==> src/rtl/srbb_pkg.sv <==
`timescale 1ns / 1ps
// ----------------------------------------------------------------------------
// srbb_pkg: shared types and constants for the start/release backoff broker
// Field widths, function and decision codes, register map, saturating add.
// ----------------------------------------------------------------------------
package srbb_pkg;

  localparam int TIME_BITS   = 40;   // deadline width, 32..64
  localparam int COUNT_BITS  = 16;   // attempt counter width, 8..32
  localparam int NOW_W       = 40;   // now_ms field width
  localparam int OUT_COUNT_W = 16;   // attempt_count field width
  localparam int BACKOFF_W   = 20;   // register and backoff width
  localparam int APB_AW      = 4;
  localparam int APB_DW      = 32;

  localparam logic [BACKOFF_W-1:0] BACKOFF_FLOOR  = BACKOFF_W'(1000);
  localparam logic [BACKOFF_W-1:0] COOLDOWN_RST   = BACKOFF_W'(30000);
  localparam logic [BACKOFF_W-1:0] MIN_BACKOFF_RST = BACKOFF_W'(1000);
  localparam logic [BACKOFF_W-1:0] MAX_BACKOFF_RST = BACKOFF_W'(60000);

  typedef enum logic [1:0] {
    FUNC_ENSURE  = 2'd0,
    FUNC_START   = 2'd1,
    FUNC_RELEASE = 2'd2,
    FUNC_STOP    = 2'd3
  } func_e;

  typedef enum logic [3:0] {
    DEC_IDLE           = 4'd0,
    DEC_MAINT          = 4'd1,
    DEC_SHUTDOWN       = 4'd2,
    DEC_HOLD           = 4'd3,
    DEC_RUNNING        = 4'd4,
    DEC_LIVE_UNKNOWN   = 4'd5,
    DEC_THROTTLED      = 4'd6,
    DEC_SHOULD_START   = 4'd7,
    DEC_STARTED        = 4'd8,
    DEC_START_FAILED   = 4'd9,
    DEC_REL_COOLDOWN   = 4'd10,
    DEC_SHOULD_RELEASE = 4'd11,
    DEC_RELEASED       = 4'd12,
    DEC_REL_FAILED     = 4'd13
  } decision_e;

  typedef enum logic [1:0] {
    REG_COOLDOWN    = 2'd0,
    REG_MIN_BACKOFF = 2'd1,
    REG_MAX_BACKOFF = 2'd2
  } reg_idx_e;

  typedef struct packed {
    func_e            func;
    logic [NOW_W-1:0] now_ms;
    logic             work_pending;
    logic             maint_ready;
    logic             stopping;
    logic             hold_admission;
    logic             alive_known;
    logic             owner_up;
    logic             governed;
    logic             success;
  } item_t;

  typedef struct packed {
    decision_e              decision;
    logic [OUT_COUNT_W-1:0] attempt_count;
  } result_t;

  // Settings seen by the decision core, plus the reinit strobe.
  typedef struct packed {
    logic [BACKOFF_W-1:0] cooldown;
    logic [BACKOFF_W-1:0] eff_min;
    logic [BACKOFF_W-1:0] eff_max;
    logic                 init;
    logic [BACKOFF_W-1:0] init_backoff;
  } cfg_t;

  function automatic logic [BACKOFF_W-1:0] eff_min_of(input logic [BACKOFF_W-1:0] m);
    return (m < BACKOFF_FLOOR) ? BACKOFF_FLOOR : m;
  endfunction

  function automatic logic [BACKOFF_W-1:0] eff_max_of(input logic [BACKOFF_W-1:0] lo,
                                                      input logic [BACKOFF_W-1:0] m);
    return (m < lo) ? lo : m;
  endfunction

  // now + delay, clamped to all ones on carry out
  function automatic logic [TIME_BITS-1:0] sat_add(input logic [TIME_BITS-1:0] t,
                                                   input logic [BACKOFF_W-1:0] d);
    logic [TIME_BITS:0] s;
    s = {1'b0, t} + (TIME_BITS+1)'(d);
    return s[TIME_BITS] ? {TIME_BITS{1'b1}} : s[TIME_BITS-1:0];
  endfunction

endpackage

==> src/rtl/srbb_if.sv <==
`timescale 1ns / 1ps
// ----------------------------------------------------------------------------
// srbb_if: event and result channels of the backoff broker
// Valid/ready channels; a word moves when valid and ready are both high.
// ----------------------------------------------------------------------------
interface srbb_in_if;
  import srbb_pkg::*;
  logic             valid;
  logic             ready;
  logic [1:0]       func;
  logic [NOW_W-1:0] now_ms;
  logic             work_pending;
  logic             maint_ready;
  logic             stopping;
  logic             hold_admission;
  logic             alive_known;
  logic             owner_up;
  logic             governed;
  logic             success;

  modport source (output valid, func, now_ms, work_pending, maint_ready, stopping,
                  hold_admission, alive_known, owner_up, governed, success,
                  input ready);
  modport sink (input valid, func, now_ms, work_pending, maint_ready, stopping,
                hold_admission, alive_known, owner_up, governed, success,
                output ready);
endinterface

interface srbb_out_if;
  import srbb_pkg::*;
  logic                   valid;
  logic                   ready;
  logic [3:0]             decision;
  logic [OUT_COUNT_W-1:0] attempt_count;

  modport source (output valid, decision, attempt_count, input ready);
  modport sink (input valid, decision, attempt_count, output ready);
endinterface

==> src/rtl/start_release_backoff_broker.sv <==
`timescale 1ns / 1ps
// ----------------------------------------------------------------------------
// start_release_backoff_broker: start/release decisions with retry backoff
// Event register, decision core and result register around APB settings.
// ----------------------------------------------------------------------------
//
//   channel  | dir | handshake          | word
//   ---------+-----+--------------------+-----------------------------------
//   in_i     | in  | valid / ready      | func, now_ms, status flags, success
//   out_o    | out | valid / ready      | decision, attempt_count
//   apb      | in  | psel/penable/pready| cooldown, min and max backoff regs
//
// One event per cycle sustained while results are taken; each event passes
// the event register, then the decision core updates state and loads the
// result register on the same edge.
// The event register frees whenever the result register empties or is
// drained in that cycle, so a waiting result never blocks intake of one word.
// Reset (rst_ni low, asynchronous) clears both valid flags and the state;
// a write to a mapped register resets the state, backoff to the new minimum.
// ----------------------------------------------------------------------------
module start_release_backoff_broker (
  input  logic                        clk_i,
  input  logic                        rst_ni,
  srbb_in_if.sink                     in_i,
  srbb_out_if.source                  out_o,
  input  logic                        psel,
  input  logic                        penable,
  input  logic                        pwrite,
  input  logic [srbb_pkg::APB_AW-1:0] paddr,
  input  logic [srbb_pkg::APB_DW-1:0] pwdata,
  output logic [srbb_pkg::APB_DW-1:0] prdata,
  output logic                        pready
);
  import srbb_pkg::*;

  cfg_t    cfg;
  item_t   item_q;
  logic    item_vld_q, item_vld_d;
  result_t res_q;
  result_t res_d;
  logic    res_vld_q, res_vld_d;
  logic    in_fire;
  logic    advance;

  srbb_cfg u_cfg (
    .clk_i   (clk_i),
    .rst_ni  (rst_ni),
    .psel    (psel),
    .penable (penable),
    .pwrite  (pwrite),
    .paddr   (paddr),
    .pwdata  (pwdata),
    .prdata  (prdata),
    .pready  (pready),
    .cfg_o   (cfg)
  );

  // Move the held event into the result register when that slot is free.
  assign advance    = item_vld_q && (!res_vld_q || out_o.ready);
  assign in_i.ready = !item_vld_q || advance;
  assign in_fire    = in_i.valid && in_i.ready;

  srbb_core u_core (
    .clk_i  (clk_i),
    .rst_ni (rst_ni),
    .cfg_i  (cfg),
    .step_i (advance),
    .item_i (item_q),
    .res_o  (res_d)
  );

  always_comb begin
    item_vld_d = item_vld_q;
    if (in_fire) begin
      item_vld_d = 1'b1;
    end else if (advance) begin
      item_vld_d = 1'b0;
    end
    res_vld_d = res_vld_q;
    if (advance) begin
      res_vld_d = 1'b1;
    end else if (out_o.ready) begin
      res_vld_d = 1'b0;
    end
  end

  always_ff @(posedge clk_i or negedge rst_ni) begin
    if (!rst_ni) begin
      item_vld_q <= 1'b0;
      res_vld_q  <= 1'b0;
    end else begin
      item_vld_q <= item_vld_d;
      res_vld_q  <= res_vld_d;
    end
  end

  // Payload registers: load on intake and on advance, no reset needed.
  always_ff @(posedge clk_i) begin
    if (in_fire) begin
      item_q.func           <= func_e'(in_i.func);
      item_q.now_ms         <= in_i.now_ms;
      item_q.work_pending   <= in_i.work_pending;
      item_q.maint_ready    <= in_i.maint_ready;
      item_q.stopping       <= in_i.stopping;
      item_q.hold_admission <= in_i.hold_admission;
      item_q.alive_known    <= in_i.alive_known;
      item_q.owner_up       <= in_i.owner_up;
      item_q.governed       <= in_i.governed;
      item_q.success        <= in_i.success;
    end
    if (advance) begin
      res_q <= res_d;
    end
  end

  assign out_o.valid         = res_vld_q;
  assign out_o.decision      = res_q.decision;
  assign out_o.attempt_count = res_q.attempt_count;

endmodule

==> src/rtl/srbb_cfg.sv <==
`timescale 1ns / 1ps
// ----------------------------------------------------------------------------
// srbb_cfg: APB register file for cooldown and backoff limits
// Holds the three registers, derives effective limits, strobes reinit.
// ----------------------------------------------------------------------------
module srbb_cfg (
  input  logic                          clk_i,
  input  logic                          rst_ni,
  input  logic                          psel,
  input  logic                          penable,
  input  logic                          pwrite,
  input  logic [srbb_pkg::APB_AW-1:0]   paddr,
  input  logic [srbb_pkg::APB_DW-1:0]   pwdata,
  output logic [srbb_pkg::APB_DW-1:0]   prdata,
  output logic                          pready,
  output srbb_pkg::cfg_t                cfg_o
);
  import srbb_pkg::*;

  logic [BACKOFF_W-1:0] cool_q, cool_d;
  logic [BACKOFF_W-1:0] min_q, min_d;
  logic [BACKOFF_W-1:0] max_q, max_d;
  logic                 wr;
  logic                 hit;
  logic [1:0]           idx;
  logic [BACKOFF_W-1:0] wval;
  logic [BACKOFF_W-1:0] eff_min_q;

  assign pready = 1'b1;
  assign idx    = paddr[3:2];
  assign wr     = psel && penable && pwrite && pready;
  assign wval   = pwdata[BACKOFF_W-1:0];

  always_comb begin
    cool_d = cool_q;
    min_d  = min_q;
    max_d  = max_q;
    hit    = 1'b0;
    prdata = '0;
    unique case (idx)
      REG_COOLDOWN: begin
        prdata = APB_DW'(cool_q);
        if (wr) begin
          cool_d = wval;
          hit    = 1'b1;
        end
      end
      REG_MIN_BACKOFF: begin
        prdata = APB_DW'(min_q);
        if (wr) begin
          min_d = wval;
          hit   = 1'b1;
        end
      end
      REG_MAX_BACKOFF: begin
        prdata = APB_DW'(max_q);
        if (wr) begin
          max_d = wval;
          hit   = 1'b1;
        end
      end
      default: begin
        prdata = '0;
      end
    endcase
  end

  always_ff @(posedge clk_i or negedge rst_ni) begin
    if (!rst_ni) begin
      cool_q <= COOLDOWN_RST;
      min_q  <= MIN_BACKOFF_RST;
      max_q  <= MAX_BACKOFF_RST;
    end else begin
      cool_q <= cool_d;
      min_q  <= min_d;
      max_q  <= max_d;
    end
  end

  assign eff_min_q          = eff_min_of(min_q);
  assign cfg_o.cooldown     = cool_q;
  assign cfg_o.eff_min      = eff_min_q;
  assign cfg_o.eff_max      = eff_max_of(eff_min_q, max_q);
  assign cfg_o.init         = hit;
  assign cfg_o.init_backoff = eff_min_of(min_d);

endmodule

==> src/rtl/srbb_core.sv <==
`timescale 1ns / 1ps
// ----------------------------------------------------------------------------
// srbb_core: decision chain and broker state
// Decides one event per step_i and updates deadlines, backoff and counter.
// ----------------------------------------------------------------------------
module srbb_core (
  input  logic              clk_i,
  input  logic              rst_ni,
  input  srbb_pkg::cfg_t    cfg_i,
  input  logic              step_i,
  input  srbb_pkg::item_t   item_i,
  output srbb_pkg::result_t res_o
);
  import srbb_pkg::*;

  logic [TIME_BITS-1:0]  att_dl_q, att_dl_d;
  logic [TIME_BITS-1:0]  rel_dl_q, rel_dl_d;
  logic [BACKOFF_W-1:0]  backoff_q, backoff_d;
  logic [COUNT_BITS-1:0] count_q, count_d;
  logic                  started_q, started_d;
  logic [TIME_BITS-1:0]  now;
  logic [BACKOFF_W-1:0]  delay;
  logic [TIME_BITS-1:0]  deadline;
  logic [BACKOFF_W:0]    dbl;
  decision_e             dec;

  assign now = TIME_BITS'(item_i.now_ms);
  // A failed start waits the current backoff; everything else the cooldown.
  assign delay    = (item_i.func == FUNC_START && !item_i.success) ? backoff_q
                                                                    : cfg_i.cooldown;
  assign deadline = sat_add(now, delay);
  assign dbl      = {backoff_q, 1'b0};

  always_comb begin
    att_dl_d  = att_dl_q;
    rel_dl_d  = rel_dl_q;
    backoff_d = backoff_q;
    count_d   = count_q;
    started_d = started_q;
    dec       = DEC_IDLE;
    unique case (item_i.func)
      FUNC_ENSURE: begin
        if (!item_i.work_pending) begin
          backoff_d = cfg_i.eff_min;
          priority if (!started_q || !item_i.governed) begin
            dec = DEC_IDLE;
          end else if (!item_i.alive_known) begin
            dec = DEC_IDLE;
          end else if (!item_i.owner_up) begin
            started_d = 1'b0;
            dec       = DEC_IDLE;
          end else if (now < rel_dl_q) begin
            dec = DEC_REL_COOLDOWN;
          end else begin
            dec = DEC_SHOULD_RELEASE;
          end
        end else begin
          priority if (!item_i.maint_ready) begin
            dec = DEC_MAINT;
          end else if (item_i.stopping) begin
            dec = DEC_SHUTDOWN;
          end else if (item_i.hold_admission) begin
            dec = DEC_HOLD;
          end else if (!item_i.alive_known) begin
            dec = DEC_LIVE_UNKNOWN;
          end else if (item_i.owner_up) begin
            backoff_d = cfg_i.eff_min;
            dec       = DEC_RUNNING;
          end else if (now < att_dl_q) begin
            dec = DEC_THROTTLED;
          end else begin
            if (count_q != {COUNT_BITS{1'b1}}) begin
              count_d = count_q + COUNT_BITS'(1);
            end
            dec = DEC_SHOULD_START;
          end
        end
      end
      FUNC_START: begin
        att_dl_d = deadline;
        if (item_i.success) begin
          backoff_d = cfg_i.eff_min;
          started_d = 1'b1;
          dec       = DEC_STARTED;
        end else begin
          backoff_d = (dbl < {1'b0, cfg_i.eff_max}) ? dbl[BACKOFF_W-1:0] : cfg_i.eff_max;
          dec       = DEC_START_FAILED;
        end
      end
      FUNC_RELEASE: begin
        rel_dl_d = deadline;
        if (item_i.success) begin
          started_d = 1'b0;
          dec       = DEC_RELEASED;
        end else begin
          dec = DEC_REL_FAILED;
        end
      end
      FUNC_STOP: begin
        started_d = 1'b0;
        att_dl_d  = deadline;
        dec       = DEC_IDLE;
      end
      default: begin
        dec = DEC_IDLE;
      end
    endcase
  end

  always_ff @(posedge clk_i or negedge rst_ni) begin
    if (!rst_ni) begin
      att_dl_q  <= '0;
      rel_dl_q  <= '0;
      backoff_q <= BACKOFF_FLOOR;
      count_q   <= '0;
      started_q <= 1'b0;
    end else if (cfg_i.init) begin
      att_dl_q  <= '0;
      rel_dl_q  <= '0;
      backoff_q <= cfg_i.init_backoff;
      count_q   <= '0;
      started_q <= 1'b0;
    end else if (step_i) begin
      att_dl_q  <= att_dl_d;
      rel_dl_q  <= rel_dl_d;
      backoff_q <= backoff_d;
      count_q   <= count_d;
      started_q <= started_d;
    end
  end

  assign res_o.decision      = dec;
  assign res_o.attempt_count = OUT_COUNT_W'(count_d);

endmodule

==> src/flat_wrapper.sv <==
// flat-port wrapper written by rule: the top's interface ports become plain ports
module start_release_backoff_broker_flat import srbb_pkg::*;
  (clk_i, rst_ni, psel, penable, pwrite, paddr, pwdata, prdata, pready, in_i_valid, in_i_func, in_i_now_ms, in_i_work_pending, in_i_maint_ready, in_i_stopping, in_i_hold_admission, in_i_alive_known, in_i_owner_up, in_i_governed, in_i_success, in_i_ready, out_o_valid, out_o_decision, out_o_attempt_count, out_o_ready);
  srbb_in_if in_i_i ();
  srbb_out_if out_o_i ();
  input  logic clk_i;
  input  logic rst_ni;
  input  logic psel;
  input  logic penable;
  input  logic pwrite;
  input  logic [srbb_pkg::APB_AW-1:0] paddr;
  input  logic [srbb_pkg::APB_DW-1:0] pwdata;
  output logic [srbb_pkg::APB_DW-1:0] prdata;
  output logic pready;
  input wire logic [$bits(in_i_i.valid)-1:0] in_i_valid;
  input wire logic [$bits(in_i_i.func)-1:0] in_i_func;
  input wire logic [$bits(in_i_i.now_ms)-1:0] in_i_now_ms;
  input wire logic [$bits(in_i_i.work_pending)-1:0] in_i_work_pending;
  input wire logic [$bits(in_i_i.maint_ready)-1:0] in_i_maint_ready;
  input wire logic [$bits(in_i_i.stopping)-1:0] in_i_stopping;
  input wire logic [$bits(in_i_i.hold_admission)-1:0] in_i_hold_admission;
  input wire logic [$bits(in_i_i.alive_known)-1:0] in_i_alive_known;
  input wire logic [$bits(in_i_i.owner_up)-1:0] in_i_owner_up;
  input wire logic [$bits(in_i_i.governed)-1:0] in_i_governed;
  input wire logic [$bits(in_i_i.success)-1:0] in_i_success;
  output wire logic [$bits(in_i_i.ready)-1:0] in_i_ready;
  output wire logic [$bits(out_o_i.valid)-1:0] out_o_valid;
  output wire logic [$bits(out_o_i.decision)-1:0] out_o_decision;
  output wire logic [$bits(out_o_i.attempt_count)-1:0] out_o_attempt_count;
  input wire logic [$bits(out_o_i.ready)-1:0] out_o_ready;
  assign in_i_i.valid = in_i_valid;
  assign in_i_i.func = in_i_func;
  assign in_i_i.now_ms = in_i_now_ms;
  assign in_i_i.work_pending = in_i_work_pending;
  assign in_i_i.maint_ready = in_i_maint_ready;
  assign in_i_i.stopping = in_i_stopping;
  assign in_i_i.hold_admission = in_i_hold_admission;
  assign in_i_i.alive_known = in_i_alive_known;
  assign in_i_i.owner_up = in_i_owner_up;
  assign in_i_i.governed = in_i_governed;
  assign in_i_i.success = in_i_success;
  assign in_i_ready = in_i_i.ready;
  assign out_o_valid = out_o_i.valid;
  assign out_o_decision = out_o_i.decision;
  assign out_o_attempt_count = out_o_i.attempt_count;
  assign out_o_i.ready = out_o_ready;
  start_release_backoff_broker u_core (.clk_i(clk_i), .rst_ni(rst_ni), .in_i(in_i_i), .out_o(out_o_i), .psel(psel), .penable(penable), .pwrite(pwrite), .paddr(paddr), .pwdata(pwdata), .prdata(prdata), .pready(pready));
endmodule
==> config.mk <==
export PLATFORM = sky130hd
export DESIGN_NAME = start_release_backoff_broker_flat
export DESIGN_NICKNAME = d
export VERILOG_FILES = /design/src/rtl/srbb_pkg.sv /design/src/rtl/srbb_if.sv /design/src/rtl/start_release_backoff_broker.sv /design/src/rtl/srbb_cfg.sv /design/src/rtl/srbb_core.sv /design/src/flat_wrapper.sv
export SDC_FILE = /design/constraint.sdc
export NUM_CORES = 1
export LEC_CHECK = 0
export CAP_MARGIN = 10
export CELL_PAD_IN_SITES_DETAIL_PLACEMENT = 1
export CELL_PAD_IN_SITES_GLOBAL_PLACEMENT = 2
export CORE_ASPECT_RATIO = 1.5
export CORE_UTILIZATION = 44
export DETAILED_ROUTE_END_ITERATION = 8
export DONT_BUFFER_PORTS = 1
export PLACE_DENSITY_LB_ADDON = 0.1
export SLEW_MARGIN = 0
export SYNTH_ARGS = -nofsm -noshare
export SYNTH_HDL_FRONTEND = slang
export SYNTH_SLANG_ARGS = --single-unit
==> constraint.sdc <==
create_clock -name clk_i -period 8.45 [get_ports clk_i]
set_input_delay 0.845 -clock clk_i [delete_from_list [all_inputs] [get_ports clk_i]]
set_output_delay 0.845 -clock clk_i [all_outputs]
set_load 0.05 [all_outputs]
======== Word level (Yosys, flattened, before mapping) ========
Index checks and enable logic that the tools add are counted.
storage, ports and cells
  register bits ........................... 249
  logic and storage cells ................. 141
  bits of input ports ..................... 93
  output and inout bits ................... 55
cells by class
  reduce and logical (&&, ||, !) cells .... 29
  multiplexer cells ....................... 65
  add/subtract/negate cells ............... 2
  $lt $le $gt $ge ......................... 6
  eq/ne operators ......................... 17
operators by type and width
  kind                     count
  $mux W20                 16
  $mux W40                 7
  $mux W16                 11
  $lt A40 B40 Y1           2
  $pmux W20 S3             1
  $add A40 B20 Y41         1
  $lt A20 B10 Y1 const B   2
  $pmux W20 S2             1
  $lt A21 B20 Y1           1
  $lt A20 B20 Y1           1
  $ne A4 B4 Y1 const B     5
  $mux W1                  18
  $add A16 B1 Y16 const B  1
  $mux W4                  4
  $ne A16 B16 Y1 const B   1
  $pmux W4 S4              1
  $reduce_and A7 Y1        2
  $reduce_bool A2 Y1       5
  $mux W3                  3
  $ne A3 B1 Y1 const B     3
  $reduce_and A2 Y1        4
  $eq A2 B2 Y1 const B     3
  $ne A3 B3 Y1 const B     2
  $logic_and A1 B1 Y1      5
  other kinds (10)         19

======== Depth between registers and ports, before layout ========
  depth in word-level cells ............... 12
  mapped depth ............................ 26
  gate-level depth less buffers ........... 23

======== Modules after synthesis ========
A second synthesis with hierarchy kept.
second synthesis, totals
  cells, all modules ...................... 1724
  area, all modules ....................... 16290.6 sq um
modules (own cells, without submodules)
  module                        seq. area each (sq um)  area an instance (sq um)  instances  cells each
  srbb_core                     2935.3                  10228.6                   1          1267
  srbb_cfg                      1526.5                  3856.2                    1          379
  start_release_backoff_broker  2152.1                  2205.9                    1          78

======== Least setup slack after synthesis ========
OpenSTA, ideal clock, no wires.
  path type ............................... register to register
  from .................................... reg u_core.u_cfg.min_q[18]
  to ...................................... reg u_core.u_core.backoff_q[9]
  buffers on the path ..................... 2
  arrival time ............................ 5.504 ns
  cell stages (with the launch flop) ...... 23
  setup slack ............................. 2.864 ns
  setup time .............................. 0.082 ns
  data required time ...................... 8.368 ns
  clock period less this slack ............ 5.586 ns
  cells stage by stage .................... dfrtp_1 -> or4_4 -> nor4_4 -> o31ai_2 -> nor2b_1 -> ha_1 -> a21oi_1 -> nor3_1 -> a2111oi_0 -> nand2_1 -> a21oi_2 -> buf_4 -> mux2_2 -> ha_1 -> and4_1 -> nand2_1 -> a211oi_1 -> a2111oi_2 -> nand2_2 -> buf_6 -> nor3_2 -> a311oi_1 -> o31a_1
on the way
  longest elaborated chain between the ends .. 11
  elaborated cells between the ends (all ways) .. 20
  classes of those cells .................. order compare: 4; mux: 16
ends and longest elaborated chain
  element                                                  line              source
  from (decl)                                              srbb_cfg.sv:21    logic [BACKOFF_W-1:0] min_q, min_d;
  from (signal assigned)                                   srbb_cfg.sv:75    min_q <= min_d;
  branches (longest 10 deep; another with $lt A21 B20 Y1)  -
  $mux W20 *                                               srbb_core.sv:117  end else if (cfg_i.init) begin
  to (signal assigned)                                     srbb_core.sv:120  backoff_q <= cfg_i.init_backoff;
  to (signal assigned)                                     srbb_core.sv:126  backoff_q <= backoff_d;
  to (decl)                                                srbb_core.sv:18   logic [BACKOFF_W-1:0] backoff_q, backoff_d;
Every way passes the cells marked *. The select of a mux whose other input is x is not followed.
A chain may end at the register's enable or synchronous reset.

======== Final worst setup path ========
  from .................................... reg u_core.u_cfg.min_q[18]
  to ...................................... reg u_core.u_core.backoff_q[3]
Same word-level chain as after synthesis.

==> out/results.tsv <==
stage	metric	value	unit
run_status	status	completed	
sta	RSZ-0062 raised after global routing	no	
synth	synthesized cell area	15700	sq um
cts	H-tree Lvls	1	
finish	most frequent cells in the layout	nand2_1 (208), dfrtp_1 (153), ha_1 (141)	
global_route	number of global-route vias before repair	13454	
global_route	total track usage	0.261	
cts	clock buffer depth	3	
synth	sequential fraction of the synthesis area	0.422	
floorplan	Rows	84	
sta	worst hold slack	0.149	ns
route	Residual DRC	0	
finish	most common cell after layout, fill and taps aside	nand2_1	
route	vias per cell	5.78	
global_route	M1 GR Usage	0.291	
placement	DP HPWL	33300	um
power	Pint	0.00287	W
sta	TNS Setup	0	ns
finish	fraction of layout cells with a size suffix above 1	0.103	
placement	pre-CTS WS	1.46	ns
finish	design area	17100	sq um
sta	final worst slack	1.42	ns
route	Wirelength per Cell	21.4	um
route	via count	12354	
synth	Area contributors post-synth	dfrtp_1 (24%), edfxtp_1 (13%), ha_1 (11%)	
floorplan	Starting Density	0.447	
setup_path	CP required	8.92	ns
global_route	first-pass GRT wire length	73700	um
sta	Fin. Hold Viols	0	
synth	number of enable flip-flop cells after synthesis	70	
power	Cell Pwr Density	265	nW/um^2
sta	pin slew with the least headroom to its limit	1.11	ns
synth	Distinct cells, synth	73	
route	post-route antenna net violation count	0	
route	Detailed Route WL	45800	um
synth	syn avg cell area	9.45	sq um
sta	f_max	0.142	GHz
floorplan	Die Span Y	233	um
power	leakage power	7.50	nW
global_route	busiest grt layer	met2	
global_route	antenna violations before repair	4	
power	Net Sw Frac	0.368	
power	VDD IR max	169	uV
cts	# Post-CTS Setup Buffers	0	
global_route	GRT overflow	0	
floorplan	I/O pins	148	
floorplan	DIE AREA	36400	sq um
placement	GPL Wtd Cong	0.869	
sta	Final period util	0.831	
setup_path	CP arrival	7.49	ns
cts	post-cts resize count	0	
synth	register bit total from synthesis	249	
setup_path	crit path capture type	flop	
cts	Clk pin slew, worst setup/hold paths	0.06	ns
route	first drt pass iteration count	4	
sta	Final Max Tran Viols	0	
global_route	GR met2 Demand/Resource	0.502	
synth	Mapped Cells	1660	
power	total net switching power	0.00168	W
finish	Final Non-Filler Cells	2136	
setup_path	crit start category	flop	
finish	fillers	4027	
power	Seq pwr share	0.374	
setup_path	highest fanout seen on the critical path	34	
floorplan	Placeable Area	35100	sq um
placement	Post-DP Area	16100	sq um
sta	final count of negative-setup-slack endpoints	0	
power	Gate power share	0.336	
setup_path	CP Class	flop to flop	
cts	clk root buf	clkbuf_16	
synth	Yosys warnings	0	
hold_path	Hold Path Class	input port to async pin	
sta	Max-slew headroom	0.258	
finish	Layout area overhead	9.34	%
route	initial drt markers	412	
run	Max Cap Viol	0	
finish	Layout Nets	1875	
synth	biggest area consumer among synthesized cells	dfrtp_1	
cts	clk sinks	249	
power	clock power share	0.290	
cts	clk_lat worst skew	0.56	ns
synth	post-synth top area share	0.244	
cts	CTS tree	done	
floorplan	Die Wd	156	um
global_route	global routing usage on met3	0.0304	
placement	placed cells	2082	
sta	Final min period	7.03	ns
synth	Main synth FF type	dfrtp_1	
sta	clock skew	0.0124	ns
placement	PortBufs	0	
synth	ys async rst share	0.719	
global_route	largest net degree at the start of global routing	154	
cts	CTS Buf Count	28	
## synth_stat cells (4+ instances only)
library cell / count
a211oi_1: 34
and4_1: 6
ha_1: 141
a221oi_1: 12
o211ai_1: 21
a211o_1: 4
o31ai_1: 11
nor2_1: 105
inv_1: 122
buf_4: 16
nor4_1: 5
xnor2_1: 30
nand4_1: 31
o221a_2: 7
mux2_2: 49
and2_1: 17
a41oi_1: 4
buf_2: 5
nand2b_1: 10
mux2i_1: 39
nor3b_1: 4
a21oi_1: 108
a311oi_1: 7
o31a_1: 7
o22ai_1: 10
dfrtp_1: 153
nor3_1: 29
or4_1: 4
o21bai_1: 5
clkbuf_1: 58
nand2_1: 208
xor2_1: 10
dfstp_2: 26
edfxtp_1: 70
nand3_1: 33
nor2b_1: 11
a31oi_1: 23
o21a_1: 11
a21o_1: 44
o21ai_0: 107
and3_1: 17
## per-layer routing
layer	wire [um]	vias up	share of wire
li1	-	5927	-
met1	17900	6149	0.39
met2	25000	188	0.55
met3	1300	84	0.028
met4	1460	6	0.032
met5	43	-	0.00094
## registers in the layout (all words and copies together) (netlist names)
name	cells
u_core.item_vld_q	1
u_core.u_core.started_q	1
u_core.u_cfg.min_q	20
u_core.u_cfg.max_q	20
u_core.u_cfg.cool_q	20
u_core.out_o.attempt_count	16
u_core.u_core.rel_dl_q	40
u_core.out_o.decision	4
u_core.out_o.valid	1
u_core.item_q	50
u_core.u_core.att_dl_q	40
u_core.u_core.count_q	16
u_core.u_core.backoff_q	20
## worst max-delay path, cell delays in order, from the launching register on
cell and delay (ns):
dfrtp_1 0.42, or4_4 0.56, nor4_4 0.22, buf_4 0.21
o31ai_2 0.17, nor2b_1 0.21, ha_1 0.30, a21oi_1 0.21
nor3_1 0.06, a2111oi_0 0.75, nand2_1 0.15, a21oi_2 0.16
buf_4 0.34, mux2i_1 0.36, ha_1 0.32, nand4b_1 0.21
nor4_1 0.09, buf_4 0.17, nand2_1 0.15, a211oi_1 0.08
a2111oi_2 0.50, nand2_2 0.49, or3_1 0.48, a31oi_1 0.18
o22ai_1 0.10
## path summary, 6_finish.rpt
path | from | to | slack (ns) | cells past startpoint
max | u_core.u_cfg.min_q[18] | u_core.u_core.backoff_q[3] | 1.42 | 24
min | rst_ni | u_core.u_cfg.max_q[15] | 0.15 | 0
max reg2reg | u_core.u_cfg.min_q[18] | u_core.u_core.backoff_q[3] | 1.42 | 24
min reg2reg | u_core.item_vld_q | u_core.out_o.valid | 0.51 | 1
max in group asynchronous | rst_ni | u_core.u_core.backoff_q[0] | 7.47 | 1
min in group clk_i | in_i_now_ms[9] | u_core.item_q[17] | 0.37 | 0
## kinds of logic after synthesis
kind of cell / Yosys count / synth area share
buffers and inverters: 207 / 0.0547
other: 2 / 0.000479
adders and majority gates: 142 / 0.114
AOI/OAI and AO/OA: 438 / 0.181
and+or+nand+nor: 494 / 0.146
xor gates and xnor gates: 40 / 0.0223
muxes: 88 / 0.0601
DFF: 249 / 0.422
## through the flow
step	util	power, W
floorplan	-	0.00281
global placement	0.460	0.00318
detailed placement	0.460	0.00324
CTS	0.488	0.00460
global route	0.488	0.00485
finish	0.488	0.00455
## area by class of cell
class,instances,area [sq um],area share
clock inverter,16,210,0.0123
multi-input combinational,1215,8300,0.484
inverter,123,462,0.0269
clock buffer,36,772,0.0450
sequential,249,6610,0.386
timing repair buffer,23,193,0.0112
tap,473,592,0.0345
antenna,1,2.50,0.000146
## power groups by stage
stage / clock [W] / combinational [W] / sequential (W)
global route: 0.00139 / 0.00172 / 0.00173
CTS: 0.00136 / 0.00155 / 0.00170
global placement: 0 / 0.00147 / 0.00171
detailed placement: 0 / 0.00152 / 0.00172
finish: 0.00132 / 0.00153 / 0.00170
floorplan: 0 / 0.00116 / 0.00165
## what timing repair did
action,CTS,global route
setup endpoints to repair,0,0
hold buffers,1,0
endpoints found under the hold margin,153,0
No activity file was read; power rests on OpenSTA's default activity.
